`src/rtl/hex8_shape_function_eval_unit_macros.svh`:
```
// Assertion macros used by the hex8 shape function RTL.
`ifndef HEX8_SHAPE_FUNCTION_EVAL_UNIT_MACROS_SVH
`define HEX8_SHAPE_FUNCTION_EVAL_UNIT_MACROS_SVH

// Checked on every rising edge outside reset.
`define HEX8_ASSERT(lbl, prop, msg) \
  lbl: assert property (@(posedge clk) disable iff (!rst_n) prop) else $error(msg);

// Checked on every rising edge, reset included.
`define HEX8_ASSERT_ALWAYS(lbl, prop, msg) \
  lbl: assert property (@(posedge clk) prop) else $error(msg);

`endif

```
`src/rtl/hex8sf_pkg.sv`:
```
package hex8sf_pkg;

  // Q2.14 fixed point: 16384 is 1.0
  localparam int COORD_W = 16;
  localparam int FACT_W  = 16;   // 1 +/- c, 0..32768
  localparam int PAIR_W  = 31;   // product of two factors, up to 2^30
  localparam int TRIP_W  = 46;   // product of three factors, up to 2^45
  localparam int GMAG_W  = 14;   // derivative magnitude, 0..8192
  localparam int OUT_W   = 15;
  localparam int NODE_W  = 3;

  localparam logic signed [COORD_W-1:0] ONE_Q14     = 16'sd16384;
  localparam logic signed [COORD_W-1:0] NEG_ONE_Q14 = -16'sd16384;
  localparam logic [NODE_W-1:0]         LAST_NODE   = 3'd7;

  // Corner sign per node: bit0 xi, bit1 eta, bit2 zeta; set means +1
  localparam logic [2:0] CORNER_SIGN [8] = '{
    3'b000, 3'b001, 3'b011, 3'b010, 3'b100, 3'b101, 3'b111, 3'b110
  };

endpackage

```
`src/rtl/hex8_shape_function_eval_unit.sv`:
```
// Each node result passes the node sequencer, the stage 1 and 2 registers and the output register.
// Throughput: one result per cycle unless a stalled output holds the pipeline; items are paced
// by the node sequencer that issues the eight nodes of a coordinate triple one per cycle.
// The next item is taken in the cycle the sequencer issues node 7 of the current one.
// Reset (rst_n low, synchronous) clears all valid bits; no state survives between items.
module hex8_shape_function_eval_unit (
  input  logic                                clk,
  input  logic                                rst_n,
  input  logic                                in_valid,
  output logic                                in_stall,
  input  logic signed [hex8sf_pkg::COORD_W-1:0] in_coord_xi,
  input  logic signed [hex8sf_pkg::COORD_W-1:0] in_coord_eta,
  input  logic signed [hex8sf_pkg::COORD_W-1:0] in_coord_zeta,
  output logic                                out_valid,
  input  logic                                out_stall,
  output logic [hex8sf_pkg::NODE_W-1:0]       out_node_index,
  output logic [hex8sf_pkg::OUT_W-1:0]        out_shape_value,
  output logic signed [hex8sf_pkg::OUT_W-1:0] out_grad_xi,
  output logic signed [hex8sf_pkg::OUT_W-1:0] out_grad_eta,
  output logic signed [hex8sf_pkg::OUT_W-1:0] out_grad_zeta,
  output logic                                out_last_node
);

  `include "hex8_shape_function_eval_unit_macros.svh"

  localparam int FW = hex8sf_pkg::FACT_W;
  localparam int PW = hex8sf_pkg::PAIR_W;
  localparam int TW = hex8sf_pkg::TRIP_W;
  localparam int GW = hex8sf_pkg::GMAG_W;
  localparam int OW = hex8sf_pkg::OUT_W;
  localparam int NW = hex8sf_pkg::NODE_W;

  // whole pipeline advances unless a result waits on a stalled output
  logic en;
  assign en = !(out_valid && out_stall);

  // ---------------- stage 0: clamp, factors, node sequencer ----------------
  logic                 seq_vld_r;
  logic [NW-1:0]        seq_cnt_r;
  logic [FW-1:0]        fm_r [3];
  logic [FW-1:0]        fp_r [3];
  logic                 in_acc;
  logic                 seq_issue;
  logic signed [hex8sf_pkg::COORD_W-1:0] cin [3];
  logic signed [hex8sf_pkg::COORD_W-1:0] ccl [3];
  logic [FW-1:0]        fm_nxt [3];
  logic [FW-1:0]        fp_nxt [3];

  assign seq_issue = seq_vld_r && en;
  assign in_stall  = seq_vld_r && !(en && seq_cnt_r == hex8sf_pkg::LAST_NODE);
  assign in_acc    = in_valid && !in_stall;

  assign cin[0] = in_coord_xi;
  assign cin[1] = in_coord_eta;
  assign cin[2] = in_coord_zeta;

  // clamp to +/-1.0, then form 1 - c and 1 + c
  always_comb begin
    for (int d = 0; d < 3; d++) begin
      if (cin[d] > hex8sf_pkg::ONE_Q14) begin
        ccl[d] = hex8sf_pkg::ONE_Q14;
      end else if (cin[d] < hex8sf_pkg::NEG_ONE_Q14) begin
        ccl[d] = hex8sf_pkg::NEG_ONE_Q14;
      end else begin
        ccl[d] = cin[d];
      end
      fm_nxt[d] = FW'(17'(hex8sf_pkg::ONE_Q14) - 17'(ccl[d]));
      fp_nxt[d] = FW'(17'(hex8sf_pkg::ONE_Q14) + 17'(ccl[d]));
    end
  end

  always_ff @(posedge clk) begin
    if (!rst_n) begin
      seq_vld_r <= 1'b0;
      seq_cnt_r <= '0;
    end else if (in_acc) begin
      seq_vld_r <= 1'b1;
      seq_cnt_r <= '0;
    end else if (seq_issue) begin
      seq_cnt_r <= seq_cnt_r + 1'b1;
      if (seq_cnt_r == hex8sf_pkg::LAST_NODE) begin
        seq_vld_r <= 1'b0;
      end
    end
  end

  always_ff @(posedge clk) begin
    if (in_acc) begin
      fm_r <= fm_nxt;
      fp_r <= fp_nxt;
    end
  end

  // ---------------- stage 1: factor select, pair products ----------------
  logic          s1_vld_r;
  logic [NW-1:0] s1_node_r;
  logic [2:0]    s1_sgn_r;
  logic [FW-1:0] s1_fz_r;
  logic [PW-1:0] s1_pyz_r, s1_pxz_r, s1_pxy_r;
  logic [2:0]    sel_sgn;
  logic [FW-1:0] fx, fy, fz;
  logic [2*FW-1:0] pyz_full, pxz_full, pxy_full;

  always_comb begin
    sel_sgn  = hex8sf_pkg::CORNER_SIGN[seq_cnt_r];
    fx       = sel_sgn[0] ? fp_r[0] : fm_r[0];
    fy       = sel_sgn[1] ? fp_r[1] : fm_r[1];
    fz       = sel_sgn[2] ? fp_r[2] : fm_r[2];
    pyz_full = fy * fz;
    pxz_full = fx * fz;
    pxy_full = fx * fy;
  end

  always_ff @(posedge clk) begin
    if (!rst_n) begin
      s1_vld_r <= 1'b0;
    end else if (en) begin
      s1_vld_r <= seq_vld_r;
    end
  end

  always_ff @(posedge clk) begin
    if (en) begin
      s1_node_r <= seq_cnt_r;
      s1_sgn_r  <= sel_sgn;
      s1_fz_r   <= fz;
      s1_pyz_r  <= pyz_full[PW-1:0];
      s1_pxz_r  <= pxz_full[PW-1:0];
      s1_pxy_r  <= pxy_full[PW-1:0];
    end
  end

  // ---------------- stage 2: triple product, derivative rounding ----------------
  logic          s2_vld_r;
  logic [NW-1:0] s2_node_r;
  logic [2:0]    s2_sgn_r;
  logic [TW-1:0] s2_trip_r;
  logic [GW-1:0] s2_gx_r, s2_gy_r, s2_gz_r;
  logic [TW:0]   trip_full;
  logic [PW:0]   gx_sum, gy_sum, gz_sum;

  // divide by 8 of a Q4.28 pair: (p + 2^16) >> 17
  always_comb begin
    trip_full = (TW+1)'(s1_pxy_r) * (TW+1)'(s1_fz_r);
    gx_sum    = {1'b0, s1_pyz_r} + (PW+1)'(1 << 16);
    gy_sum    = {1'b0, s1_pxz_r} + (PW+1)'(1 << 16);
    gz_sum    = {1'b0, s1_pxy_r} + (PW+1)'(1 << 16);
  end

  always_ff @(posedge clk) begin
    if (!rst_n) begin
      s2_vld_r <= 1'b0;
    end else if (en) begin
      s2_vld_r <= s1_vld_r;
    end
  end

  always_ff @(posedge clk) begin
    if (en) begin
      s2_node_r <= s1_node_r;
      s2_sgn_r  <= s1_sgn_r;
      s2_trip_r <= trip_full[TW-1:0];
      s2_gx_r   <= gx_sum[GW+16:17];
      s2_gy_r   <= gy_sum[GW+16:17];
      s2_gz_r   <= gz_sum[GW+16:17];
    end
  end

  // ---------------- stage 3: value rounding, signs, output register ----------------
  logic          out_valid_r;
  logic [NW-1:0] out_node_r;
  logic [OW-1:0] out_val_r;
  logic [OW-1:0] out_gx_r, out_gy_r, out_gz_r;
  logic          out_last_r;
  logic [TW:0]   val_sum;
  logic [OW-1:0] gx_nxt, gy_nxt, gz_nxt;

  // (P + 2^30) >> 31 divides the Q6.42 product by 8 and rounds half up
  always_comb begin
    val_sum = {1'b0, s2_trip_r} + (TW+1)'(1 << 30);
    gx_nxt  = s2_sgn_r[0] ? {1'b0, s2_gx_r} : OW'(-{1'b0, s2_gx_r});
    gy_nxt  = s2_sgn_r[1] ? {1'b0, s2_gy_r} : OW'(-{1'b0, s2_gy_r});
    gz_nxt  = s2_sgn_r[2] ? {1'b0, s2_gz_r} : OW'(-{1'b0, s2_gz_r});
  end

  always_ff @(posedge clk) begin
    if (!rst_n) begin
      out_valid_r <= 1'b0;
    end else if (en) begin
      out_valid_r <= s2_vld_r;
    end
  end

  always_ff @(posedge clk) begin
    if (en) begin
      out_node_r <= s2_node_r;
      out_val_r  <= val_sum[OW+30:31];
      out_gx_r   <= gx_nxt;
      out_gy_r   <= gy_nxt;
      out_gz_r   <= gz_nxt;
      out_last_r <= (s2_node_r == hex8sf_pkg::LAST_NODE);
    end
  end

  assign out_valid       = out_valid_r;
  assign out_node_index  = out_node_r;
  assign out_shape_value = out_val_r;
  assign out_grad_xi     = out_gx_r;
  assign out_grad_eta    = out_gy_r;
  assign out_grad_zeta   = out_gz_r;
  assign out_last_node   = out_last_r;

  // ---------------- assertions ----------------
  // nodes of one item leave back to back in order
  `HEX8_ASSERT(a_node_seq, (out_valid && !out_stall && !out_last_node) |=> (out_valid && out_node_index == $past(out_node_index) + 3'd1), "node sequence broken")
  // sequencer mid-item must hold off new items
  `HEX8_ASSERT(a_busy_stall, (seq_vld_r && seq_cnt_r != hex8sf_pkg::LAST_NODE) |-> in_stall, "item accepted while sequencer busy")
  // an accepted item starts at node 0
  `HEX8_ASSERT(a_start_node0, (in_valid && !in_stall) |=> (seq_vld_r && seq_cnt_r == 3'd0), "sequencer did not restart")
  // shape value never exceeds 1.0
  `HEX8_ASSERT(a_val_range, out_valid |-> (out_shape_value <= 15'd16384), "shape value out of range")
  // xi and zeta derivatives stay within +/-0.5
  `HEX8_ASSERT(a_grad_range, out_valid |-> ((out_grad_xi <= 15'sd8192) && (out_grad_xi >= -15'sd8192) && (out_grad_zeta <= 15'sd8192) && (out_grad_zeta >= -15'sd8192)), "derivative out of range")

endmodule

```
`config.mk`:
```
export PLATFORM = sky130hd
export DESIGN_NAME = hex8_shape_function_eval_unit
export DESIGN_NICKNAME = d
export VERILOG_FILES = /design/src/rtl/hex8sf_pkg.sv /design/src/rtl/hex8_shape_function_eval_unit.sv
export VERILOG_INCLUDE_DIRS = /design/src /design/src/rtl
export SDC_FILE = /design/constraint.sdc
export NUM_CORES = 2
export LEC_CHECK = 0
export BUFFER_PORTS_ARGS = -buffer_cell sky130_fd_sc_hd__buf_4
export CORE_MARGIN = 2
export CORE_UTILIZATION = 30
export CTS_BUF_LIST = sky130_fd_sc_hd__clkbuf_4 sky130_fd_sc_hd__clkbuf_8 sky130_fd_sc_hd__clkbuf_16
export DETAILED_ROUTE_END_ITERATION = 10
export PLACE_DENSITY = 0.47
export SYNTH_ARGS = -nofsm -noshare
export SYNTH_HDL_FRONTEND = slang
export SYNTH_SLANG_ARGS = --single-unit
export TNS_END_PERCENT = 20
```
`constraint.sdc`:
```
create_clock -name clk -period 14.49 [get_ports clk]
set_clock_uncertainty 0.15 [all_clocks]
set_input_delay 2.898 -clock clk [delete_from_list [all_inputs] [get_ports clk]]
set_output_delay 2.898 -clock clk [all_outputs]
set_load 0.02 [all_outputs]
```
==> results.json <==
{
  "num_vias": 35200,
  "synth_flop_cell": "edfxtp_1",
  "cts_tree": "built",
  "hold_viol": 0,
  "coreArea_um2": 168000,
  "synth-async-reset-ratio_pct": 0,
  "overflow": 0,
  "grt_max_degree": 67,
  "htreeDepth": 2,
  "initial_utilization_pct": 30.3,
  "worstMarginPinSlew_ns": 1.18,
  "numPortBuffers": 117,
  "synthDistinctLibCells": 69,
  "slew_headroom_pct": 18.9,
  "rsz0062_at_grt": "false",
  "dieArea_um2": 172000,
  "setup_viol": 0,
  "ys_seq_area_share_pct": 18.0,
  "fin_crit_sh_pct": 60.3,
  "synth_edf_count": 300,
  "worst-path-max-fanout": 33,
  "ctsResizeCount": 0,
  "cp-start-kind": "register",
  "avgSynthCellArea_um2": 9.62,
  "rows": 150,
  "slowest_stage": "dfxtp_2",
  "antennaDiodeCount": 0,
  "setup_ws_ns": 5.75,
  "routabilityCongestion": 0.847,
  "clkTransAtPathRegs_ns": 0.06,
  "ant_nets": 0,
  "mostFrequentLayoutCells": "inv_1 (1136), fa_1 (979), nand2_1 (806), ha_1 (418), nor2_1 (401)",
  "maxCapViolations": 0,
  "cp_data_required_time_ns": 14.71,
  "hold_ws_ns": 0.279,
  "final_common_cell": "inv_1",
  "first_iter_violations": 2113,
  "ys.warnings.count": 0,
  "die-height_um": 415,
  "clock_latency_ns": 0.62,
  "drc_errors": 0,
  "wl_mm": 142,
  "slew_viol_final": 0,
  "worstPathArrival_ns": 8.95,
  "grt_pass1_wl_mm": 223,
  "cts_setup_buffers": 0,
  "synth_nets": 6727,
  "routed_via_density": 4.67,
  "min_path_type": "reg -> reg",
  "fmax_mhz": 114,
  "cts-root-buf": "clkbuf_16",
  "finalSetupTns_ns": 0,
  "die_x_um": 415,
  "synth_top_cell_by_area": "fa_1",
  "cp_common_cell": "fa_1",
  "rrSetupSlack_ns": 5.75,
  "run_status": "completed",
  "syn_area_um2": 50800,
  "critPathKind": "reg -> reg",
  "hold_buffers": 0,
  "synthCells": 5278,
  "crit_path_cell_trace": "ha_1 -> buf_4 -> mux2i_4 -> nor2_1 -> fa_1 -> inv_1 -> fa_1 -> inv_1 -> fa_1 -> fa_1 -> fa_1 -> inv_1 -> fa_1 -> inv_1 -> ha_1 -> and4_1 -> nand3_1 -> a211oi_1 -> o41ai_1 -> o211ai_1 -> a41oi_1 -> o21ai_0 -> a21oi_1 -> xnor2_1",
  "worst_setup_path_end_kind": "register",
  "met1_usage_pct": 23.2,
  "ys_ff_latch": 307,
  "hpwl_mm": 104,
  "critPathBufInv": 5,
  "cts_buffer_depth": 3,
  "synth_top_area_share_pct": 38.6,
  "synth_area_leaders": "fa_1 (39%), edfxtp_1 (18%), ha_1 (10%)",
  "area_delta_synth_final_pct": 9.75,
  "final_area_um2": 55700,
  "cts_buffers": 39,
  "grt_usage_pct": 16.8,
  "fin_crit_ns": 8.74,
  "gr-usage-met3_pct": 2.86,
  "layout.nets": 6756,
  "final.fill_count": 17400,
  "critPathMaxStageDelay_ns": 0.93,
  "busiest_layer": "met2",
  "drive_gt1_share_pct": 6.63,
  "cts_sinks": 307,
  "grt_pass1_vias": 38200,
  "placed_area_um2": 54300,
  "wl_per_cell_um": 18.8,
  "io_pins": 118,
  "firstDrtPassIters": 5,
  "dp_worst_setup_slack_ns": 5.72,
  "use_met2_pct": 26.6,
  "critPathTopFamily": "adder cells",
  "antenna_found_initial": 2
}
## flip-flops by register name, indices dropped and copies added, names as in the netlist, 3 cells and up
register         flops
s2_trip_r           16
s2_gx_r             14
s1_pxy_r            31
s2_gz_r             14
seq_cnt_r            3
out_grad_zeta       15
s1_fz_r             16
out_node_index       3
out_grad_xi         15
fm_r                48
s2_node_r            3
s2_gy_r             14
s1_pxz_r            15
s1_node_r            3
s1_pyz_r            15
out_shape_value     15
fp_r                45
out_grad_eta        15
## Yosys cell counts (4+ instances only)
master / n
inv_1: 1137
fa_1: 979
nand2_1: 807
ha_1: 418
nor2_1: 401
edfxtp_1: 300
and2_1: 284
clkbuf_1: 211
xnor2_1: 113
xor2_1: 88
a21oi_1: 75
nand3_1: 50
nor3_1: 44
mux2i_1: 42
o21ai_0: 41
mux2_2: 35
a21o_1: 28
and3_1: 28
o21a_1: 15
nand2b_1: 13
nand4_1: 13
buf_1: 12
a211oi_1: 11
nor2b_1: 11
nor4_1: 10
a21boi_0: 9
o21bai_1: 9
dfxtp_1: 7
a211o_1: 6
o211ai_1: 5
o221ai_1: 5
a31oi_1: 4
and3b_1: 4
o22ai_1: 4
o31ai_1: 4
## kinds of logic (layout without fill, tap and decap cells)
| family | Yosys count | in the layout | share of synthesized area (%) |
|---|---|---|---|
| AO/OA/AOI/OAI | 243 | 243 | 3.12 |
| XOR/XNOR | 201 | 201 | 3.47 |
| adder cells (fa/ha/maj) | 1397 | 1397 | 48.9 |
| buffers and inverters | 1367 | 1426 | 10.1 |
| flip-flops | 307 | 307 | 18.0 |
| multiplexers | 79 | 79 | 1.66 |
| AND/OR/NAND/NOR | 1684 | 1684 | 14.7 |
## metal layers
metal,wire [µm],up-vias
li1,-,15900
met1,63800,18300
met2,64000,867
met3,8430,188
met4,5450,2
met5,13,-
## final timing paths
check,startpoint,end,cells past startpoint
hold reg to reg,s1_node_r[2],s2_node_r[2],0
setup reg to reg,seq_cnt_r[1],s1_pxy_r[30],24
setup / recovery,seq_cnt_r[1],s1_pxy_r[30],24
hold / removal,s1_node_r[2],s2_node_r[2],0
## stage by stage
step | instances | utilization [%]
2_1_floorplan | 5278 | -
3_3_place_gp | 7470 | 32.4
3_5_place_dp | 7470 | 32.4
4_1_cts | 7541 | 33.2
5_1_grt | 7541 | 33.2
6_report | 7541 | 33.2
## area by class of cell
| type | instances | area (µm²) | share of cell area (%) |
|---|---|---|---|
| clock buffer | 53 | 1100 | 1.97 |
| clock inverter | 18 | 258 | 0.463 |
| inverter | 1140 | 4280 | 7.68 |
| multi-input combinational | 3604 | 36500 | 65.6 |
| sequential | 307 | 9150 | 16.4 |
| tap | 2204 | 2760 | 4.95 |
| timing repair buffer | 215 | 1610 | 2.90 |
Power is not shown: default switching activity piles up to over one toggle a cycle in this logic, so the estimate is an artifact.
